--- src/rtl/tsq_pkg.sv ---
// tsq_pkg: shared types and constants for the tone sequencer.
// Item structs, mode codes, field widths and fixed-point constants.
// No dependencies.
package tsq_pkg;

  localparam int MAX_NOTES_DEF       = 16;
  localparam int SAMPLE_RATE_DEF     = 16000;
  localparam int SINE_TABLE_SIZE_DEF = 1024;
  localparam int PHASE_BITS_DEF      = 32;

  localparam int MODE_W   = 2;
  localparam int SLOT_W   = 4;
  localparam int HZ_W     = 16;
  localparam int MS_W     = 16;
  localparam int SEQ_W    = 8;
  localparam int LOUD_W   = 8;
  localparam int SAMPLE_W = 14;

  localparam int VOL_W       = 7;
  localparam int VOL_MAX     = 100;
  localparam int VOL_RESET   = 60;
  localparam int AMP_PER_VOL = 80;
  localparam int AMP_W       = 13;
  localparam int MAG_W       = 15;
  localparam int MAG_MAX     = 32767;
  localparam int MS_PER_S    = 1000;
  localparam int MS_MAX      = 65535;
  localparam int RAMP_MS     = 3;
  localparam int IDLE_W      = 17;
  localparam int IDLE_LIMIT  = 80000;
  localparam int Q15_SHIFT   = 15;
  localparam int Q28_SHIFT   = 28;

  localparam longint unsigned HALF_PI_Q28 = 64'd421657428;
  localparam longint unsigned ONE_Q28     = 64'd1 << Q28_SHIFT;

  typedef enum logic [MODE_W-1:0] {
    MODE_LOAD  = 0,
    MODE_START = 1,
    MODE_STOP  = 2,
    MODE_TICK  = 3
  } mode_e;

  typedef struct packed {
    mode_e              mode;
    logic [SLOT_W-1:0]  note_slot;
    logic [HZ_W-1:0]    tone_hz;
    logic [MS_W-1:0]    length_ms;
    logic [SEQ_W-1:0]   sequence_length;
    logic [LOUD_W-1:0]  loudness;
  } in_item_t;

  typedef struct packed {
    logic signed [SAMPLE_W-1:0] sample;
    logic                       busy_res;
    logic                       amp_on;
    logic                       accepted;
  } out_item_t;

endpackage

--- src/rtl/tsq_stream_if.sv ---
// tsq_stream_if: valid/ready channel carrying one item per handshake.
// Payload type is a parameter (tsq_pkg::in_item_t or tsq_pkg::out_item_t).
interface tsq_stream_if #(
  parameter type item_t = logic
) ();
  logic  valid;
  logic  ready;
  item_t data;

  modport source (output valid, output data, input ready);
  modport sink (input valid, input data, output ready);
endinterface

--- src/rtl/tsq_ram.sv ---
// tsq_ram: generic single-write, single-read RAM with registered read data.
// No dependencies.
module tsq_ram #(
  parameter int WIDTH = 8,
  parameter int DEPTH = 16,
  localparam int AW = (DEPTH > 1) ? $clog2(DEPTH) : 1
) (
  input  logic             clk_i,
  input  logic             we_i,
  input  logic [AW-1:0]    waddr_i,
  input  logic [WIDTH-1:0] wdata_i,
  input  logic             re_i,
  input  logic [AW-1:0]    raddr_i,
  output logic [WIDTH-1:0] rdata_o
);
  logic [WIDTH-1:0] mem [DEPTH];
  logic [WIDTH-1:0] rdata_q;

  always_ff @(posedge clk_i) begin
    if (we_i) begin
      mem[waddr_i] <= wdata_i;
    end
    if (re_i) begin
      rdata_q <= mem[raddr_i];
    end
  end

  assign rdata_o = rdata_q;
endmodule

--- src/rtl/tsq_sdiv.sv ---
// tsq_sdiv: bit-serial restoring divider, one quotient bit per cycle.
// Quotient held until the next start.
module tsq_sdiv #(
  parameter int DW = 48,
  parameter int VW = 16
) (
  input  logic          clk_i,
  input  logic          rst_ni,
  input  logic          start_i,
  input  logic [DW-1:0] dividend_i,
  input  logic [VW-1:0] divisor_i,
  output logic          done_o,
  output logic [DW-1:0] quot_o
);
  localparam int CNTW = $clog2(DW);

  logic            run_q, done_q;
  logic [CNTW-1:0] cnt_q;
  logic [DW-1:0]   sh_q;
  logic [VW-1:0]   rem_q, div_q;
  logic [VW:0]     trial, diff;
  logic            ge;

  assign trial = {rem_q, sh_q[DW-1]};
  assign ge    = trial >= {1'b0, div_q};
  assign diff  = trial - {1'b0, div_q};

  always_ff @(posedge clk_i or negedge rst_ni) begin
    if (!rst_ni) begin
      run_q  <= 1'b0;
      done_q <= 1'b0;
      cnt_q  <= '0;
    end else if (start_i) begin
      run_q  <= 1'b1;
      done_q <= 1'b0;
      cnt_q  <= '0;
    end else begin
      done_q <= 1'b0;
      if (run_q) begin
        cnt_q <= cnt_q + CNTW'(1);
        if (cnt_q == CNTW'(DW - 1)) begin
          run_q  <= 1'b0;
          done_q <= 1'b1;
        end
      end
    end
  end

  always_ff @(posedge clk_i) begin
    if (start_i) begin
      sh_q  <= dividend_i;
      rem_q <= '0;
      div_q <= divisor_i;
    end else if (run_q) begin
      sh_q  <= {sh_q[DW-2:0], ge};
      rem_q <= ge ? diff[VW-1:0] : trial[VW-1:0];
    end
  end

  assign done_o = done_q;
  assign quot_o = sh_q;
endmodule

--- src/rtl/tsq_smul.sv ---
// tsq_smul: bit-serial shift-add multiplier, one multiplier bit per cycle.
// Product held until the next start.
module tsq_smul #(
  parameter int MA = 28,
  parameter int MB = 13
) (
  input  logic             clk_i,
  input  logic             rst_ni,
  input  logic             start_i,
  input  logic [MA-1:0]    a_i,
  input  logic [MB-1:0]    b_i,
  output logic             done_o,
  output logic [MA+MB-1:0] prod_o
);
  localparam int CNTW = $clog2(MB);

  logic             run_q, done_q;
  logic [CNTW-1:0]  cnt_q;
  logic [MA-1:0]    a_q;
  logic [MA+MB-1:0] p_q;
  logic [MA:0]      sum;

  assign sum = {1'b0, p_q[MA+MB-1:MB]} + (p_q[0] ? {1'b0, a_q} : '0);

  always_ff @(posedge clk_i or negedge rst_ni) begin
    if (!rst_ni) begin
      run_q  <= 1'b0;
      done_q <= 1'b0;
      cnt_q  <= '0;
    end else if (start_i) begin
      run_q  <= 1'b1;
      done_q <= 1'b0;
      cnt_q  <= '0;
    end else begin
      done_q <= 1'b0;
      if (run_q) begin
        cnt_q <= cnt_q + CNTW'(1);
        if (cnt_q == CNTW'(MB - 1)) begin
          run_q  <= 1'b0;
          done_q <= 1'b1;
        end
      end
    end
  end

  always_ff @(posedge clk_i) begin
    if (start_i) begin
      a_q <= a_i;
      p_q <= {{MA{1'b0}}, b_i};
    end else if (run_q) begin
      p_q <= {sum, p_q[MB-1:1]};
    end
  end

  assign done_o = done_q;
  assign prod_o = p_q;
endmodule

--- src/rtl/tone_sequencer_with_envelope.sv ---
// tone_sequencer_with_envelope: note queue player with DDS sine and linear envelope.
// One item at a time; the next item is taken on return to idle while a result waits.
// Start/stop pass straight to the result; load runs two serial divides.
// Tick: serial multiplies then divide by the ramp; rests and idle ticks skip the arithmetic,
//   and each zero-length note is passed over first.
// Reset clears queue, counters, phase, amp enable; volume 60; note store undefined until loaded.
module tone_sequencer_with_envelope #(
  parameter int MAX_NOTES       = tsq_pkg::MAX_NOTES_DEF,
  parameter int SAMPLE_RATE     = tsq_pkg::SAMPLE_RATE_DEF,
  parameter int SINE_TABLE_SIZE = tsq_pkg::SINE_TABLE_SIZE_DEF,
  parameter int PHASE_BITS      = tsq_pkg::PHASE_BITS_DEF
) (
  input  logic         clk_i,
  input  logic         rst_ni,
  tsq_stream_if.sink   in_i,
  tsq_stream_if.source out_o
);
  import tsq_pkg::*;

  localparam int CW   = $clog2(MAX_NOTES + 1);
  localparam int AW   = (MAX_NOTES > 1) ? $clog2(MAX_NOTES) : 1;
  localparam int RAMP = SAMPLE_RATE * RAMP_MS / MS_PER_S;
  localparam int RW   = $clog2(RAMP + 1);
  localparam longint unsigned TOTAL_MAX =
    (64'(SAMPLE_RATE) * 64'(MS_MAX)) / 64'(MS_PER_S);
  localparam int TW   = $clog2(TOTAL_MAX + 1);
  localparam int SRW  = $clog2(SAMPLE_RATE + 1);
  localparam int VW   = SRW;
  localparam int DW   = HZ_W + PHASE_BITS;
  localparam int PW   = SRW + MS_W;
  localparam int MA   = MAG_W + AMP_W;
  localparam int MB   = (AMP_W > RW) ? AMP_W : RW;
  localparam int TB   = $clog2(SINE_TABLE_SIZE);
  localparam int NW   = TB + 2;
  localparam int PIW  = PHASE_BITS + TB + 1;
  localparam int QN   = SINE_TABLE_SIZE / 4 + 1;
  localparam int QW   = $clog2(QN);
  localparam int EW   = 1 + PHASE_BITS + TW;

  localparam logic [3:0] ST_IDLE  = 4'd0,
                         ST_DISP  = 4'd1,
                         ST_LD1   = 4'd2,
                         ST_LD2   = 4'd3,
                         ST_TRD   = 4'd4,
                         ST_TCHK  = 4'd5,
                         ST_TSIN  = 4'd6,
                         ST_TMUL1 = 4'd7,
                         ST_TMUL2 = 4'd8,
                         ST_TDIV  = 4'd9,
                         ST_TUPD  = 4'd10,
                         ST_FIN   = 4'd11;

  // quarter-wave magnitude table, entry k is the sine at quarter position 4k
  typedef logic [MAG_W-1:0] qtab_t [QN];

  function automatic qtab_t build_qtab();
    qtab_t tab;
    longint unsigned x, x2, t, s, v;
    for (int k = 0; k < QN; k++) begin
      x  = (64'(4 * k) * HALF_PI_Q28) / 64'(SINE_TABLE_SIZE);
      x2 = (x * x) >> Q28_SHIFT;
      // odd Taylor series to x^9, Horner form
      t  = ONE_Q28 - x2 / 64'd72;
      t  = ONE_Q28 - ((x2 * t) >> Q28_SHIFT) / 64'd42;
      t  = ONE_Q28 - ((x2 * t) >> Q28_SHIFT) / 64'd20;
      t  = ONE_Q28 - ((x2 * t) >> Q28_SHIFT) / 64'd6;
      s  = (x * t) >> Q28_SHIFT;
      v  = (s * 64'(MAG_MAX) + (64'd1 << (Q28_SHIFT - 1))) >> Q28_SHIFT;
      if (v > 64'(MAG_MAX)) begin
        v = 64'(MAG_MAX);
      end
      tab[k] = MAG_W'(v);
    end
    return tab;
  endfunction

  localparam qtab_t QTAB = build_qtab();

  logic [3:0]            state_q, state_d;
  in_item_t              item_q, item_d;
  logic [CW-1:0]         queued_q, queued_d, cur_q, cur_d;
  logic [VOL_W-1:0]      vol_q, vol_d;
  logic [PHASE_BITS-1:0] phase_q, phase_d, step_q, step_d;
  logic [TW-1:0]         sidx_q, sidx_d, total_q, total_d;
  logic [IDLE_W-1:0]     idle_q, idle_d, idle_inc;
  logic                  amp_q, amp_d, acc_q, acc_d, neg_q, neg_d;
  logic [RW-1:0]         envn_q, envn_d;
  logic signed [SAMPLE_W-1:0] sample_q, sample_d;
  logic                  ov_q, ov_d;
  out_item_t             od_q, od_d;

  logic                  div_start, div_done;
  logic [DW-1:0]         div_dividend, div_quot;
  logic [VW-1:0]         div_divisor;
  logic                  mul_start, mul_done;
  logic [MA-1:0]         mul_a;
  logic [MB-1:0]         mul_b;
  logic [MA+MB-1:0]      mul_prod;

  logic                  ram_we, ram_re;
  logic [AW-1:0]         ram_waddr, ram_raddr;
  logic [EW-1:0]         ram_wdata, ram_rdata;

  logic                  e_nz;
  logic [PHASE_BITS-1:0] e_step;
  logic [TW-1:0]         e_total, e_diff, sidx_inc;
  logic [PW-1:0]         ld_prod;
  logic [AMP_W-1:0]      amp_val;
  logic [PIW-1:0]        idx_full;
  logic [TB-1:0]         tab_idx;
  logic [NW-1:0]         n4, r_pos;
  logic [1:0]            quad;
  logic [MAG_W-1:0]      mag;
  logic [SAMPLE_W-1:0]   qmag;
  logic                  slot_ok;

  tsq_ram #(
    .WIDTH (EW),
    .DEPTH (MAX_NOTES)
  ) u_store (
    .clk_i   (clk_i),
    .we_i    (ram_we),
    .waddr_i (ram_waddr),
    .wdata_i (ram_wdata),
    .re_i    (ram_re),
    .raddr_i (ram_raddr),
    .rdata_o (ram_rdata)
  );

  tsq_sdiv #(
    .DW (DW),
    .VW (VW)
  ) u_div (
    .clk_i      (clk_i),
    .rst_ni     (rst_ni),
    .start_i    (div_start),
    .dividend_i (div_dividend),
    .divisor_i  (div_divisor),
    .done_o     (div_done),
    .quot_o     (div_quot)
  );

  tsq_smul #(
    .MA (MA),
    .MB (MB)
  ) u_mul (
    .clk_i   (clk_i),
    .rst_ni  (rst_ni),
    .start_i (mul_start),
    .a_i     (mul_a),
    .b_i     (mul_b),
    .done_o  (mul_done),
    .prod_o  (mul_prod)
  );

  assign e_nz     = ram_rdata[EW-1];
  assign e_step   = ram_rdata[TW +: PHASE_BITS];
  assign e_total  = ram_rdata[TW-1:0];
  assign e_diff   = e_total - sidx_q;
  assign sidx_inc = sidx_q + TW'(1);
  assign ld_prod  = PW'(SAMPLE_RATE) * PW'(item_q.length_ms);
  assign amp_val  = AMP_W'(AMP_PER_VOL) * AMP_W'(vol_q);
  assign idle_inc = (idle_q == {IDLE_W{1'b1}}) ? idle_q : idle_q + IDLE_W'(1);
  assign slot_ok  = 32'(item_q.note_slot) < 32'(MAX_NOTES);
  assign qmag     = div_quot[SAMPLE_W-1:0];

  // table index and quarter-wave fold
  always_comb begin
    idx_full = PIW'(phase_q) * PIW'(SINE_TABLE_SIZE);
    tab_idx  = idx_full[PHASE_BITS +: TB];
    n4       = {tab_idx, 2'b00};
    if (n4 >= NW'(3 * SINE_TABLE_SIZE)) begin
      quad  = 2'd3;
      r_pos = n4 - NW'(3 * SINE_TABLE_SIZE);
    end else if (n4 >= NW'(2 * SINE_TABLE_SIZE)) begin
      quad  = 2'd2;
      r_pos = n4 - NW'(2 * SINE_TABLE_SIZE);
    end else if (n4 >= NW'(SINE_TABLE_SIZE)) begin
      quad  = 2'd1;
      r_pos = n4 - NW'(SINE_TABLE_SIZE);
    end else begin
      quad  = 2'd0;
      r_pos = n4;
    end
    if (quad[0]) begin
      r_pos = NW'(SINE_TABLE_SIZE) - r_pos;
    end
    mag = QTAB[QW'(r_pos >> 2)];
  end

  always_comb begin
    state_d      = state_q;
    item_d       = item_q;
    queued_d     = queued_q;
    cur_d        = cur_q;
    vol_d        = vol_q;
    phase_d      = phase_q;
    step_d       = step_q;
    sidx_d       = sidx_q;
    total_d      = total_q;
    idle_d       = idle_q;
    amp_d        = amp_q;
    acc_d        = acc_q;
    neg_d        = neg_q;
    envn_d       = envn_q;
    sample_d     = sample_q;
    ov_d         = ov_q & ~out_o.ready;
    od_d         = od_q;
    div_start    = 1'b0;
    div_dividend = '0;
    div_divisor  = '0;
    mul_start    = 1'b0;
    mul_a        = '0;
    mul_b        = '0;
    ram_we       = 1'b0;
    ram_re       = 1'b0;
    ram_waddr    = AW'(item_q.note_slot);
    ram_wdata    = {item_q.tone_hz != '0, step_q, div_quot[TW-1:0]};
    ram_raddr    = AW'(cur_q);

    unique case (state_q)
      ST_IDLE: begin
        if (in_i.valid) begin
          item_d  = in_i.data;
          state_d = ST_DISP;
        end
      end
      ST_DISP: begin
        sample_d = '0;
        acc_d    = 1'b0;
        state_d  = ST_FIN;
        unique case (item_q.mode)
          MODE_LOAD: begin
            div_start    = 1'b1;
            div_dividend = {item_q.tone_hz, {PHASE_BITS{1'b0}}};
            div_divisor  = VW'(SAMPLE_RATE);
            state_d      = ST_LD1;
          end
          MODE_START: begin
            if (item_q.sequence_length != '0) begin
              queued_d = (32'(item_q.sequence_length) > 32'(MAX_NOTES)) ?
                         CW'(MAX_NOTES) : CW'(item_q.sequence_length);
              cur_d    = '0;
              sidx_d   = '0;
              vol_d    = (item_q.loudness > LOUD_W'(VOL_MAX)) ?
                         VOL_W'(VOL_MAX) : item_q.loudness[VOL_W-1:0];
              amp_d    = 1'b1;
              idle_d   = '0;
              acc_d    = 1'b1;
            end
          end
          MODE_STOP: begin
            queued_d = '0;
            cur_d    = '0;
            sidx_d   = '0;
          end
          MODE_TICK: begin
            state_d = ST_TRD;
          end
          default: ;
        endcase
      end
      ST_LD1: begin
        if (div_done) begin
          step_d       = div_quot[PHASE_BITS-1:0];
          div_start    = 1'b1;
          div_dividend = DW'(ld_prod);
          div_divisor  = VW'(MS_PER_S);
          state_d      = ST_LD2;
        end
      end
      ST_LD2: begin
        if (div_done) begin
          ram_we  = slot_ok;
          state_d = ST_FIN;
        end
      end
      ST_TRD: begin
        if (cur_q < queued_q) begin
          ram_re  = 1'b1;
          state_d = ST_TCHK;
        end else begin
          if (amp_q) begin
            if (idle_inc > IDLE_W'(IDLE_LIMIT)) begin
              amp_d  = 1'b0;
              idle_d = '0;
            end else begin
              idle_d = idle_inc;
            end
          end
          state_d = ST_FIN;
        end
      end
      ST_TCHK: begin
        if (e_total <= sidx_q) begin
          cur_d   = cur_q + CW'(1);
          sidx_d  = '0;
          state_d = ST_TRD;
        end else begin
          step_d  = e_step;
          total_d = e_total;
          if (sidx_q < TW'(RAMP)) begin
            envn_d = RW'(sidx_q);
          end else if (e_diff < TW'(RAMP)) begin
            envn_d = RW'(e_diff);
          end else begin
            envn_d = RW'(RAMP);
          end
          state_d = e_nz ? ST_TSIN : ST_TUPD;
        end
      end
      ST_TSIN: begin
        neg_d     = quad[1];
        mul_start = 1'b1;
        mul_a     = MA'(mag);
        mul_b     = MB'(amp_val);
        state_d   = ST_TMUL1;
      end
      ST_TMUL1: begin
        if (mul_done) begin
          mul_start = 1'b1;
          mul_a     = mul_prod[MA-1:0];
          mul_b     = MB'(envn_q);
          state_d   = ST_TMUL2;
        end
      end
      ST_TMUL2: begin
        if (mul_done) begin
          div_start    = 1'b1;
          div_dividend = DW'(mul_prod[MA+MB-1:Q15_SHIFT]);
          div_divisor  = VW'(RAMP);
          state_d      = ST_TDIV;
        end
      end
      ST_TDIV: begin
        if (div_done) begin
          sample_d = neg_q ? -$signed(qmag) : $signed(qmag);
          state_d  = ST_TUPD;
        end
      end
      ST_TUPD: begin
        phase_d = phase_q + step_q;
        idle_d  = '0;
        if (sidx_inc >= total_q) begin
          cur_d  = cur_q + CW'(1);
          sidx_d = '0;
        end else begin
          sidx_d = sidx_inc;
        end
        state_d = ST_FIN;
      end
      ST_FIN: begin
        if (!ov_q || out_o.ready) begin
          ov_d          = 1'b1;
          od_d.sample   = sample_q;
          od_d.busy_res = cur_q < queued_q;
          od_d.amp_on   = amp_q;
          od_d.accepted = acc_q;
          state_d       = ST_IDLE;
        end
      end
      default: begin
        state_d = ST_IDLE;
      end
    endcase
  end

  always_ff @(posedge clk_i or negedge rst_ni) begin
    if (!rst_ni) begin
      state_q  <= ST_IDLE;
      queued_q <= '0;
      cur_q    <= '0;
      vol_q    <= VOL_W'(VOL_RESET);
      phase_q  <= '0;
      sidx_q   <= '0;
      idle_q   <= '0;
      amp_q    <= 1'b0;
      ov_q     <= 1'b0;
    end else begin
      state_q  <= state_d;
      queued_q <= queued_d;
      cur_q    <= cur_d;
      vol_q    <= vol_d;
      phase_q  <= phase_d;
      sidx_q   <= sidx_d;
      idle_q   <= idle_d;
      amp_q    <= amp_d;
      ov_q     <= ov_d;
    end
  end

  always_ff @(posedge clk_i) begin
    item_q   <= item_d;
    step_q   <= step_d;
    total_q  <= total_d;
    acc_q    <= acc_d;
    neg_q    <= neg_d;
    envn_q   <= envn_d;
    sample_q <= sample_d;
    od_q     <= od_d;
  end

  assign in_i.ready = (state_q == ST_IDLE);
  assign out_o.valid = ov_q;
  assign out_o.data  = od_q;

  a_cur_in_queue: assert property (@(posedge clk_i) disable iff (!rst_ni)
    cur_q <= queued_q)
    else $error("note pointer past end of queue");

  a_vol_clamped: assert property (@(posedge clk_i) disable iff (!rst_ni)
    vol_q <= VOL_W'(VOL_MAX))
    else $error("volume above clamp");

  a_idle_cleared: assert property (@(posedge clk_i) disable iff (!rst_ni)
    !amp_q |-> idle_q == '0)
    else $error("idle count nonzero with amp off");

  a_idle_limit: assert property (@(posedge clk_i) disable iff (!rst_ni)
    idle_q <= IDLE_W'(IDLE_LIMIT))
    else $error("idle count past limit");

  a_result_from_fin: assert property (@(posedge clk_i) disable iff (!rst_ni)
    $rose(ov_q) |-> $past(state_q) == ST_FIN)
    else $error("result item raised outside final step");
endmodule
--- src/flat_wrapper.sv ---
// flat-port wrapper written by rule: the top's interface ports become plain ports
module tone_sequencer_with_envelope_flat import tsq_pkg::*;
#(
  parameter int MAX_NOTES       = tsq_pkg::MAX_NOTES_DEF,
  parameter int SAMPLE_RATE     = tsq_pkg::SAMPLE_RATE_DEF,
  parameter int SINE_TABLE_SIZE = tsq_pkg::SINE_TABLE_SIZE_DEF,
  parameter int PHASE_BITS      = tsq_pkg::PHASE_BITS_DEF
)
  (clk_i, rst_ni, in_i_valid, in_i_data, in_i_ready, out_o_valid, out_o_data, out_o_ready);
  tsq_stream_if in_i_i ();
  tsq_stream_if out_o_i ();
  input  logic clk_i;
  input  logic rst_ni;
  input wire logic [$bits(in_i_i.valid)-1:0] in_i_valid;
  input wire logic [$bits(in_i_i.data)-1:0] in_i_data;
  output wire logic [$bits(in_i_i.ready)-1:0] in_i_ready;
  output wire logic [$bits(out_o_i.valid)-1:0] out_o_valid;
  output wire logic [$bits(out_o_i.data)-1:0] out_o_data;
  input wire logic [$bits(out_o_i.ready)-1:0] out_o_ready;
  assign in_i_i.valid = in_i_valid;
  assign in_i_i.data = in_i_data;
  assign in_i_ready = in_i_i.ready;
  assign out_o_valid = out_o_i.valid;
  assign out_o_data = out_o_i.data;
  assign out_o_i.ready = out_o_ready;
  tone_sequencer_with_envelope #(.MAX_NOTES(MAX_NOTES), .SAMPLE_RATE(SAMPLE_RATE), .SINE_TABLE_SIZE(SINE_TABLE_SIZE), .PHASE_BITS(PHASE_BITS)) u_core (.clk_i(clk_i), .rst_ni(rst_ni), .in_i(in_i_i), .out_o(out_o_i));
endmodule
--- config.mk ---
export PLATFORM = sky130hd
export DESIGN_NAME = tone_sequencer_with_envelope_flat
export DESIGN_NICKNAME = d
export VERILOG_FILES = /design/src/rtl/tsq_pkg.sv /design/src/rtl/tsq_stream_if.sv /design/src/rtl/tsq_ram.sv /design/src/rtl/tsq_sdiv.sv /design/src/rtl/tsq_smul.sv /design/src/rtl/tone_sequencer_with_envelope.sv /design/src/flat_wrapper.sv
export SDC_FILE = /design/constraint.sdc
export NUM_CORES = 1
export LEC_CHECK = 0
export BUFFER_PORTS_ARGS = -buffer_cell sky130_fd_sc_hd__buf_4
export CAP_MARGIN = 20
export CORE_MARGIN = 3
export CORE_UTILIZATION = 62
export DETAILED_ROUTE_END_ITERATION = 8
export GPL_TIMING_DRIVEN = 0
export PLACE_DENSITY = 0.82
export SYNTH_ARGS = -nofsm -noshare
export SYNTH_HDL_FRONTEND = slang
export SYNTH_SLANG_ARGS = --single-unit
--- constraint.sdc ---
create_clock -name clk_i -period 2.9 [get_ports clk_i]
set_input_delay 0.58 -clock clk_i [delete_from_list [all_inputs] [get_ports clk_i]]
set_output_delay 0.58 -clock clk_i [all_outputs]
set_load 0.02 [all_outputs]
### After elaboration in Yosys (flattened, before gate mapping)

Memory sizes are Yosys's and may differ from the RTL's. A register that Yosys moved wholly into a read port is not among the register bits.
Index checks and enable logic that the tools add are counted.

| storage, ports and cells | value |
|---|---|
| register bits | 332 |
| memory bits (writable) | 832 |
| bits in read-only memories | 7680 |
| input port bits | 5 |
| memories kept | 2 |

| operators by class | value |
|---|---|
| add/sub/neg operators | 12 |
| magnitude comparators | 10 |
| equal/unequal tests | 23 |
| muxes and demuxes | 73 |
| bitwise logic cells | 5 |
| reductions and logical operators | 12 |

Memory list:

| name | depth | bits a word | read ports | clocked after memory_dff | write ports | RTL line | source |
|---|---|---|---|---|---|---|---|
| (name not given) | 512 | 15 | 1 | 0 | 0 | tone_sequencer_with_envelope.sv:188 | `mag = QTAB[QW'(r_pos >> 2)];` |
| u_core.u_store.mem | 16 | 52 | 1 | 1 | 1 | tsq_ram.sv:16 | `logic [WIDTH-1:0] mem [DEPTH];` |

Operators with widths:

| operator | count |
|---|---|
| 48-bit 2-to-1 mux | 3 |
| 32-bit 2-to-1 mux | 2 |
| 32-bit case mux with 2 select lines | 1 |
| 28-bit 2-to-1 mux | 2 |
| 28-bit case mux with 2 select lines | 1 |
| 4-bit 2-to-1 mux | 12 |
| 4-bit case mux with 12 select lines | 1 |
| 11-bit 2-to-1 mux | 4 |
| 14-bit case mux with 3 select lines | 1 |
| 20-bit by 6-bit < comparator with 1-bit output (second input constant) | 2 |
| 20-bit 2-to-1 mux | 2 |
| 20-bit case mux with 2 select lines | 1 |
| 6-bit 2-to-1 mux | 6 |
| 32-bit adder | 1 |
| 15-bit 2-to-1 mux | 2 |
| 28-bit by 28-bit adder with 29-bit output | 1 |
| 13-bit 2-to-1 mux | 2 |
| 26-bit 2-to-1 mux | 1 |
| 13-bit case mux with 2 select lines | 1 |
| 12-bit greater-or-equal comparator (second input constant) | 2 |
| 1-bit 2-to-1 mux | 24 |
| 11-bit subtractor (second input constant) | 2 |
| 20-bit by 1-bit adder with 20-bit output (second input constant) | 1 |
| 4-bit equality test (second input constant) | 5 |
| 37 further kinds | 55 |

### Longest topological paths before layout

Gate-level depths: netlist of run 1.

| logic depth | value |
|---|---|
| depth in word-level cells | 11 |
| gate-level depth with buffers | 5 |
| depth with buffers taken out | 4 |

### Least setup slack after synthesis of run 1

OpenSTA, ideal clock, no wires.

| timing path | value |
|---|---|
| path type | flip-flop to output port |
| start point | reg u_core.state_q[0] |
| end point | out in_i_ready |
| arrival time | 1.197 ns |
| required time | 2.320 ns |
| setup slack | 1.123 ns |
| cell stages (with the launch flop) | 4 |
| path buffers | 1 |
| cell sequence | dfrtp_1 buf_6 or4_4 inv_1 |

| between the ends | value |
|---|---|
| word-level cells in the longest chain between the ends | 1 |

Ends and longest elaborated chain:

| what | RTL line | source |
|---|---|---|
| start: declaration | tone_sequencer_with_envelope.sv:79 | `logic [3:0] state_q, state_d;` |
| start signal: assignment | tone_sequencer_with_envelope.sv:380 | `state_q <= state_d;` |
| 4-bit logical NOT | tone_sequencer_with_envelope.sv:403 | `assign in_i.ready = (state_q == ST_IDLE);` |
| end: declaration | flat_wrapper.sv:16 | `output wire logic [$bits(in_i_i.ready)-1:0] in_i_ready;` |

Every way passes these cells.

### Worst setup path in the final report of run 1

Ends and elaborated chain as after synthesis.

==> impl_metrics.env, run 1 <==
export IMPL_min_period_ps=2160
export IMPL_max_clock_freq_mhz=463
export IMPL_required_ps=2320
export IMPL_yosys_warnings=0
export IMPL_critPathTopFamily="simple AND/OR/NAND/NOR gates"
export IMPL_yosys_cell_types_count=38
export IMPL_synth_seq_area_share=0.443
export IMPL_grt_ovfl_total=0
export IMPL_io_buffers=5
export IMPL_grt_antenna_before_repair=0
export IMPL_critical_path_arrival_ps=1580
export IMPL_setup_slack_ps=740
export IMPL_gp_congestion=0.888
export IMPL_crit_type="register to output pin"
export IMPL_cts_setup_buffers=0
export IMPL_cts_tree="built"
export IMPL_finalSetupViolCount=0
export IMPL_row_count=14
export IMPL_dieArea_um2=2260
export IMPL_die_h_um=47.6
export IMPL_vias_per_cell=5.98
export IMPL_grt_usage=0.202
export IMPL_ctsHoldBuffers=0
export IMPL_critPathLaunchType="register"
export IMPL_grt_pass1_vias=774
export IMPL_ir_drop_uv=304
export IMPL_synth_seq_cells=19
export IMPL_synth_edff_count=0
export IMPL_powerDensity_nw_per_um2=350
export IMPL_drtIter0Drc=8
export IMPL_rsz0062_at_grt="false"
export IMPL_cp_cell_sequence="buf_6 -> or4_4 -> inv_1 -> buf_4"
export IMPL_synth_area_um2=1070
export IMPL_critPathCaptureType="output pin"
export IMPL_p_leak_uw=0.000549
export IMPL_synth_most_common_cell="dfrtp_1"
export IMPL_async_reset_ff_frac=1.00
export IMPL_hold_path_class="primary input to async pin"
export IMPL_cts_sinks=19
export IMPL_path_buf_inv=3
export IMPL_vias=795
export IMPL_status="finished, final reports clean"
export IMPL_syn_nets=116
export IMPL_preCtsSetupSlack_ps=1060
export IMPL_nNetsFinal=126
export IMPL_max_stage_delay_ps=560
export IMPL_clk_path_buf_depth=2
export IMPL_wl_per_cell_um=14.1
export IMPL_finalSetupTns_ps=0
export IMPL_n_antenna_cell=0
export IMPL_ant_nets=0
export IMPL_synth_compound_area_share=0.194
export IMPL_h_tree_depth=1
export IMPL_r2r_start="u_core.state_q[1]$_DFFE_PN0P_"
export IMPL_grt_most_used_layer="met2"
export IMPL_tightest_slew_ps=732
export IMPL_slew_violations=0
export IMPL_syn_to_final_growth_pct=7.82
export IMPL_fin_worst_skew_ps=2.20
export IMPL_synth_top_family_by_area="compound AO/OA/AOI/OAI gates"
export IMPL_place_hpwl_um=1350
export IMPL_wirelength_um=1870
export IMPL_use_met3=0.0226
export IMPL_drc=0
export IMPL_io_pin_count=8
export IMPL_synth_common_cells="dfrtp_1, nor2_1, inv_1, nand2_1, xor2_1"
export IMPL_startpoint="u_core.state_q[0]$_DFFE_PN0P_"
export IMPL_root_buffer="clkbuf_4"
export IMPL_grt_max_degree=20
export IMPL_grt_use_met1=0.273
export IMPL_clock_latency_ps=290
export IMPL_cts_resized=0
export IMPL_netlist_area_leader_share=0.443
export IMPL_synth_largest_area_cell="dfrtp_1"
export IMPL_first_pass_iters=4
export IMPL_clk_pin_slew_ps=100
export IMPL_cts_buffers_inserted=3
export IMPL_synthSimpleGateAreaFrac=0.184
export IMPL_grt_pass1_wl_um=3260
export IMPL_syn_inst=108
export IMPL_met2_usage=0.340
export IMPL_synthAdderAreaFrac=0.0350
export IMPL_slew_headroom=0.509
export IMPL_cap_violations=0
export IMPL_start_util=0.688
export IMPL_synth_xor_area_frac=0.0653
export IMPL_final_hold_viol_count=0
export IMPL_slowest_stage="or4_4"
export IMPL_fin_crit_sh=0.745
export IMPL_synth_area_per_cell_um2=9.93
export IMPL_drive_gt1_frac=0.137
export IMPL_core_um2=1560
export IMPL_muxShareOfSynthArea=0.0187
export IMPL_die_w_um=47.6
export IMPL_synthFlopType="dfrtp_1"
export IMPL_synthTopCellsByArea="dfrtp_1, nor2_1, xor2_1, ha_1, o32ai_4"
export IMPL_crit_fanout=10
## flip-flops by register name, indices dropped and copies added (netlist names)
signal	flops
u_core.u_mul.cnt_q	4
u_core.u_mul.run_q	1
u_core.u_div.cnt_q	6
u_core.u_div.done_o	1
u_core.state_q	4
u_core.u_mul.done_o	1
u_core.out_o.valid	1
u_core.u_div.run_q	1
## per-stage QoR
stage                     cells  total power [uW]  area [um^2]   util  hold WS, ps
final                       133               405         1160  0.742          140
after global routing        133               422         1160  0.742          140
after CTS                   133               412         1160  0.742          140
after detailed placement    129               281         1130  0.725          466
after global placement      129               281         1130  0.725          458
after floorplan             108               273         1070      -          284
## worst paths after layout
| path | end | slack (ps) | cells past startpoint |
|---|---|---|---|
| min in group clk_i | u_core.u_mul.cnt_q[3]$_DFFE_PN0P_ | 570 | 2 |
| setup reg to reg | u_core.state_q[3]$_DFFE_PN0P_ | 1020 | 5 |
| max in group asynchronous | u_core.u_mul.cnt_q[1]$_DFFE_PN0P_ | 2560 | 1 |
| hold reg to reg | u_core.u_mul.cnt_q[3]$_DFFE_PN0P_ | 570 | 2 |
| hold / removal | u_core.state_q[0]$_DFFE_PN0P_ | 140 | 1 |
| setup / recovery | in_i_ready | 740 | 4 |
## final cells by class
class	instances	area, um^2
Multi-Input combinational cell	76	537
Tap cell	16	20.0
Buffer	6	33.8
Inverter	7	26.3
Sequential cell	19	475
Clock buffer	4	26.3
Fill cell	129	403
Timing Repair Buffer	5	37.5
## metal layers
layer / wire length [um] / vias up / share of wire
met1: 839 / 381 / 0.45
met3: 67 / 2 / 0.036
met4: 10 / 0 / 0.0054
li1: - / 399 / -
met5: 0 / - / 0
met2: 951 / 13 / 0.51
## logic make-up after synthesis
group	Yosys count
multiplexers	2
AO/OA/AOI/OAI	25
adder cells (fa/ha/maj)	3
other	1
buffers and inverters	13
XOR/XNOR	8
AND/OR/NAND/NOR	37
flip-flops	19
## report_power, final
| part | internal (uW) | switching (uW) | leakage [uW] |
|---|---|---|---|
| clock network | 53.4 | 76.0 | 0.0000150 |
| logic | 4.07 | 7.00 | 0.000279 |
| registers | 265 | 0.0000000000000318 | 0.000255 |
| total | 322 | 83.0 | 0.000549 |
## layout by cell type (no fill, tap or decap), types with 4 or more instances in the layout
master | netlist | routed
o21ai_0 | 4 | 4
nand2_1 | 5 | 5
dfrtp_1 | 19 | 19
nand3_1 | 4 | 4
a21oi_1 | 4 | 4
inv_1 | 7 | 7
xor2_1 | 5 | 5
buf_4 | 1 | 6
clkbuf_1 | 4 | 5
nor2_1 | 13 | 13
nand2b_1 | 4 | 4
Power figures use the tool's default switching activity.
==> run 2, diff against run 1 <==
Settings changed: CORE_UTILIZATION 62 to 57, PLACE_DENSITY 0.82 to 0.76.
Clock period 2.9 ns to 2.1 ns, I/O delays scaled along.
==> run 2 against run 1 <==
Compared with the run above: hold slack improved by 380 ps; sequential share of layout area fell by 0.79 points; sequential cell count did not move; sequential power rose by 38%; cell area rose by 1.9%; cell count rose by 7.5%; worst setup slack got worse by 640 ps; highest routed layer unchanged; via count rose by 5.3%; register-to-register slack got worse by 740 ps.
==> impl_metrics.env, run 2 (synthesis gave the netlist of run 1 again) <==
export IMPL_hold_path_class="primary input to async pin"
export IMPL_io_buffers=5
export IMPL_die_h_um=49.4
export IMPL_setup_slack_ps=95.9
export IMPL_rrSetupSlack_ps=280
export IMPL_final_area_um2=1180
export IMPL_slew_headroom=0.528
export IMPL_rsz0062_at_grt="false"
export IMPL_finalSetupTns_ps=0
export IMPL_min_period_ps=2000
export IMPL_place_hpwl_um=1370
export IMPL_cts_buffers_inserted=3
export IMPL_cap_violations=0
export IMPL_status="finished, final reports clean"
export IMPL_grt_pass1_wl_um=3190
export IMPL_fin_worst_skew_ps=8.02
export IMPL_vias=837
export IMPL_critical_path_arrival_ps=1580
export IMPL_first_pass_iters=4
export IMPL_start_util=0.614
export IMPL_p_leak_uw=0.000556
export IMPL_drtIter0Drc=23
export IMPL_grt_ovfl_total=0
export IMPL_wirelength_um=1840
export IMPL_critPathLaunchType="register"
export IMPL_largest_register="u_core.u_div.cnt_q"
export IMPL_io_pin_count=8
export IMPL_gp_congestion=0.937
export IMPL_powerDensity_nw_per_um2=480
export IMPL_finalSetupViolCount=0
export IMPL_final_common_cell="dfrtp_1"
export IMPL_die_w_um=49.4
export IMPL_drive_gt1_frac=0.144
export IMPL_clk_pin_slew_ps=110
export IMPL_placed_area_um2=1140
export IMPL_preCtsSetupSlack_ps=293
export IMPL_syn_to_final_growth_pct=9.92
export IMPL_critPathCaptureType="output pin"
export IMPL_grt_max_degree=20
export IMPL_largest_reg_flops=6
export IMPL_cts_resized=0
export IMPL_row_count=15
export IMPL_dieArea_um2=2440
export IMPL_clk_path_buf_depth=2
export IMPL_vias_per_cell=5.85
export IMPL_cts_setup_buffers=0
export IMPL_top_regs="u_core.u_div.cnt_q: 6 flops, u_core.state_q: 4 flops, u_core.u_mul.cnt_q: 4 flops"
export IMPL_required_ps=1680
export IMPL_n_antenna_cell=0
export IMPL_final_cell_mix="dfrtp_1, nor2_1, inv_1"
export IMPL_grt_antenna_before_repair=0
export IMPL_clock_latency_ps=300
export IMPL_drc=0
export IMPL_nNetsFinal=127
export IMPL_grt_pass1_vias=736
export IMPL_core_um2=1750
export IMPL_cts_tree="built"
export IMPL_crit_type="register to output pin"
export IMPL_slew_violations=0
export IMPL_ir_drop_uv=456
export IMPL_fin_crit_sh=0.954
export IMPL_cts_sinks=19
export IMPL_crit_fanout=10
export IMPL_max_clock_freq_mhz=499
export IMPL_ctsHoldBuffers=1
export IMPL_ant_nets=0
export IMPL_wl_per_cell_um=12.9
export IMPL_final_hold_viol_count=0
export IMPL_h_tree_depth=1
export IMPL_fill_cells=154
export IMPL_grt_usage=0.169
export IMPL_tightest_slew_ps=704
export IMPL_root_buffer="clkbuf_4"
[run 2: cell count changes in the layout (fill, tap and decap cells not counted), sizes merged]
cell	before	now
clkbuf	8	7
dlygate4sd3	0	1
clkinv	0	1
[run 2: per-stage QoR]
stage / instances / power (uW) / hold slack [ps] / utilization
3_5_place_dp: 138 / 389 / 307 / 0.654
4_1_cts: 143 / 570 / 532 / 0.675
2_1_floorplan: 108 / 377 / 124 / -
3_3_place_gp: 138 / 388 / 304 / 0.654
5_1_grt: 143 / 587 / 549 / 0.675
6_report: 143 / 566 / 522 / 0.675
[run 2: layout make-up]
type | instances | area (um^2) | share of cell area
Buffer | 6 | 33.8 | 0.0287
Clock buffer | 3 | 22.5 | 0.0191
Clock inverter | 1 | 5.00 | 0.00425
Inverter | 7 | 26.3 | 0.0223
Multi-Input combinational cell | 76 | 537 | 0.455
Sequential cell | 19 | 475 | 0.403
Tap cell | 25 | 31.3 | 0.0265
Timing Repair Buffer | 6 | 47.5 | 0.0403
[run 2: path summary, 6_finish.rpt]
| check | start | to | cells past startpoint |
|---|---|---|---|
| max | u_core.state_q[0]$_DFFE_PN0P_ | in_i_ready | 4 |
| min | rst_ni | u_core.u_mul.cnt_q[1]$_DFFE_PN0P_ | 2 |
| max reg2reg | u_core.state_q[1]$_DFFE_PN0P_ | u_core.state_q[3]$_DFFE_PN0P_ | 5 |
| min reg2reg | u_core.u_div.cnt_q[5]$_DFFE_PN0P_ | u_core.u_div.done_o$_DFF_PN0_ | 2 |
| max in group asynchronous | rst_ni | u_core.u_mul.cnt_q[0]$_DFFE_PN0P_ | 2 |
| min in group clk_i | u_core.u_div.cnt_q[5]$_DFFE_PN0P_ | u_core.u_div.done_o$_DFF_PN0_ | 2 |
[run 2: per-layer routing]
layer,vias to the layer above,track usage,wire length (um)
li1,400,-,-
met1,407,0.212,790
met2,26,0.283,921
met3,4,0.0398,102
met4,0,0.0553,29
met5,-,0,0
[run 2: report_power, final]
| group | switching, uW | internal [uW] |
|---|---|---|
| Sequential | 0.0000000000000455 | 366 |
| Clock | 113 | 70.8 |
| Combinational | 9.81 | 6.83 |
| Total | 122 | 443 |
[run 2: worst max-delay path: stages, from the launching register on]
cell and delay, ps:
dfrtp_1 390, buf_6 140, or4_4 560, inv_1 70, buf_4 130
==> run 3, diff against run 2 <==
Settings changed: CORE_UTILIZATION 57 to 45, HOLD_SLACK_MARGIN set to 0.12, PLACE_DENSITY 0.76 to 0.63.
==> run 3 against run 2 <==
Compared with the run above: sequential power about the same; power up 1.8%; cell count up 2.1%; critical path depth unchanged; critical path type unchanged; largest cell class unchanged.
==> impl_metrics.env, run 3 (synthesis gave the netlist of run 1 again) <==
export IMPL_status="finished, final reports clean"
export IMPL_cp_cell_sequence="buf_6 -> or4_4 -> inv_1 -> buf_4"
export IMPL_h_tree_depth=1
export IMPL_n_antenna_cell=0
export IMPL_drive_gt1_frac=0.144
export IMPL_crit_fanout=10
export IMPL_hold_path_class="primary input to async pin"
export IMPL_first_pass_iters=4
export IMPL_critPathCaptureType="output pin"
export IMPL_syn_to_final_growth_pct=10.3
export IMPL_critical_path_arrival_ps=1590
export IMPL_grt_max_degree=20
export IMPL_cap_violations=0
export IMPL_max_stage_delay_ps=560
export IMPL_p_total_uw=576
export IMPL_critPathLaunchType="register"
export IMPL_required_ps=1680
export IMPL_path_buf_inv=3
export IMPL_largest_reg_flops=6
export IMPL_die_h_um=54.8
export IMPL_grt_usage=0.154
export IMPL_nNetsFinal=127
export IMPL_finalSetupViolCount=0
export IMPL_start_util=0.480
export IMPL_p_leak_uw=0.000556
export IMPL_fin_crit_sh=0.959
export IMPL_tightest_slew_ps=710
export IMPL_drc=0
export IMPL_final_common_cell="dfrtp_1"
export IMPL_cts_setup_buffers=0
export IMPL_final_hold_viol_count=0
export IMPL_reg2reg_to="u_core.state_q[3]$_DFFE_PN0P_"
export IMPL_ir_drop_uv=257
export IMPL_drtIter0Drc=18
export IMPL_min_period_ps=2010
export IMPL_clk_path_buf_depth=2
export IMPL_cts_buffers_inserted=3
export IMPL_row_count=17
export IMPL_grt_antenna_before_repair=0
export IMPL_slew_violations=0
export IMPL_top_regs="u_core.u_div.cnt_q: 6 flops, u_core.state_q: 4 flops, u_core.u_mul.cnt_q: 4 flops"
export IMPL_hold_ws_ps=508
export IMPL_die_w_um=54.8
export IMPL_rsz0062_at_grt="false"
export IMPL_rrSetupSlack_ps=250
export IMPL_fin_worst_skew_ps=3.93
export IMPL_vias_per_cell=5.75
export IMPL_gp_congestion=0.871
export IMPL_wirelength_um=1970
export IMPL_slowest_stage="or4_4"
export IMPL_utilization=0.529
export IMPL_grt_pass1_wl_um=3220
export IMPL_largest_register="u_core.u_div.cnt_q"
export IMPL_grt_ovfl_total=0
export IMPL_dieArea_um2=3000
export IMPL_ant_nets=0
export IMPL_critPathTopFamily="simple AND/OR/NAND/NOR gates"
export IMPL_preCtsSetupSlack_ps=280
export IMPL_max_clock_freq_mhz=497
export IMPL_grt_pass1_vias=740
export IMPL_powerDensity_nw_per_um2=487
export IMPL_r2r_start="u_core.state_q[1]$_DFFE_PN0P_"
export IMPL_clock_latency_ps=300
export IMPL_io_buffers=5
export IMPL_vias=840
export IMPL_setup_slack_ps=86.2
export IMPL_wl_per_cell_um=13.5
export IMPL_r2r_cells=5
export IMPL_place_hpwl_um=1410
export IMPL_core_um2=2230
export IMPL_clk_pin_slew_ps=120
export IMPL_crit_type="register to output pin"
export IMPL_root_buffer="clkbuf_4"
export IMPL_cts_sinks=19
export IMPL_final_cell_mix="dfrtp_1, nor2_1, inv_1"
export IMPL_slew_headroom=0.524
export IMPL_cts_tree="built"
export IMPL_finalSetupTns_ps=0
export IMPL_io_pin_count=8
## run 3: cell counts in the layout (fill, tap and decap cells not counted)
Identical to the previous run, type by type.
## run 3: report_power, final
| part | switching [uW] | total, uW | internal, uW |
|---|---|---|---|
| sequential | 0.0000000000000419 | 366 | 366 |
| combinational | 10.2 | 17.0 | 6.82 |
| clock | 122 | 193 | 71.1 |
| total | 132 | 576 | 444 |
## run 3: worst max path at each step
stage / startpoint / to / slack [ps] / cells past startpoint
after global placement: u_core.state_q[1]$_DFFE_PN0P_ / u_core.state_q[3]$_DFFE_PN0P_ / 270 / 5
after detailed placement: u_core.state_q[2]$_DFFE_PN0P_ / u_core.u_mul.done_o$_DFF_PN0_ / 280 / 4
after floorplan: u_core.state_q[0]$_DFFE_PN0P_ / u_core.state_q[3]$_DFFE_PN0P_ / 410 / 5
final: u_core.state_q[0]$_DFFE_PN0P_ / in_i_ready / 90 / 4
after CTS: u_core.state_q[0]$_DFFE_PN0P_ / in_i_ready / 90 / 4
after global routing: u_core.state_q[3]$_DFFE_PN0P_ / in_i_ready / 30 / 4
## run 3: area by class of cell
cell class,count,area [um^2]
multi-input combinational,76,537
fill,218,1050
clock buffer,3,22.5
clock inverter,1,5.00
sequential,19,475
buffer,6,33.8
tap,28,35.0
timing repair buffer,6,47.5
inverter,7,26.3
## run 3: repair_timing
action,in CTS,in global routing
hold endpoints to repair,19,0
hold buffers,1,0
gates resized for setup,0,0
## run 3: stage by stage
step / area [um^2] / instances
floorplan: 1070 / 108
global placement: 1140 / 141
detailed placement: 1140 / 141
CTS: 1180 / 146
global route: 1180 / 146
finish: 1180 / 146
## run 3: per-layer routing
metal / up-vias / GRT usage / share of wire
met5: - / 0 / 0
met3: 2 / 0.0327 / 0.063
met1: 412 / 0.196 / 0.46
met2: 30 / 0.242 / 0.46
li1: 396 / - / -
met4: 0 / 0.0788 / 0.011
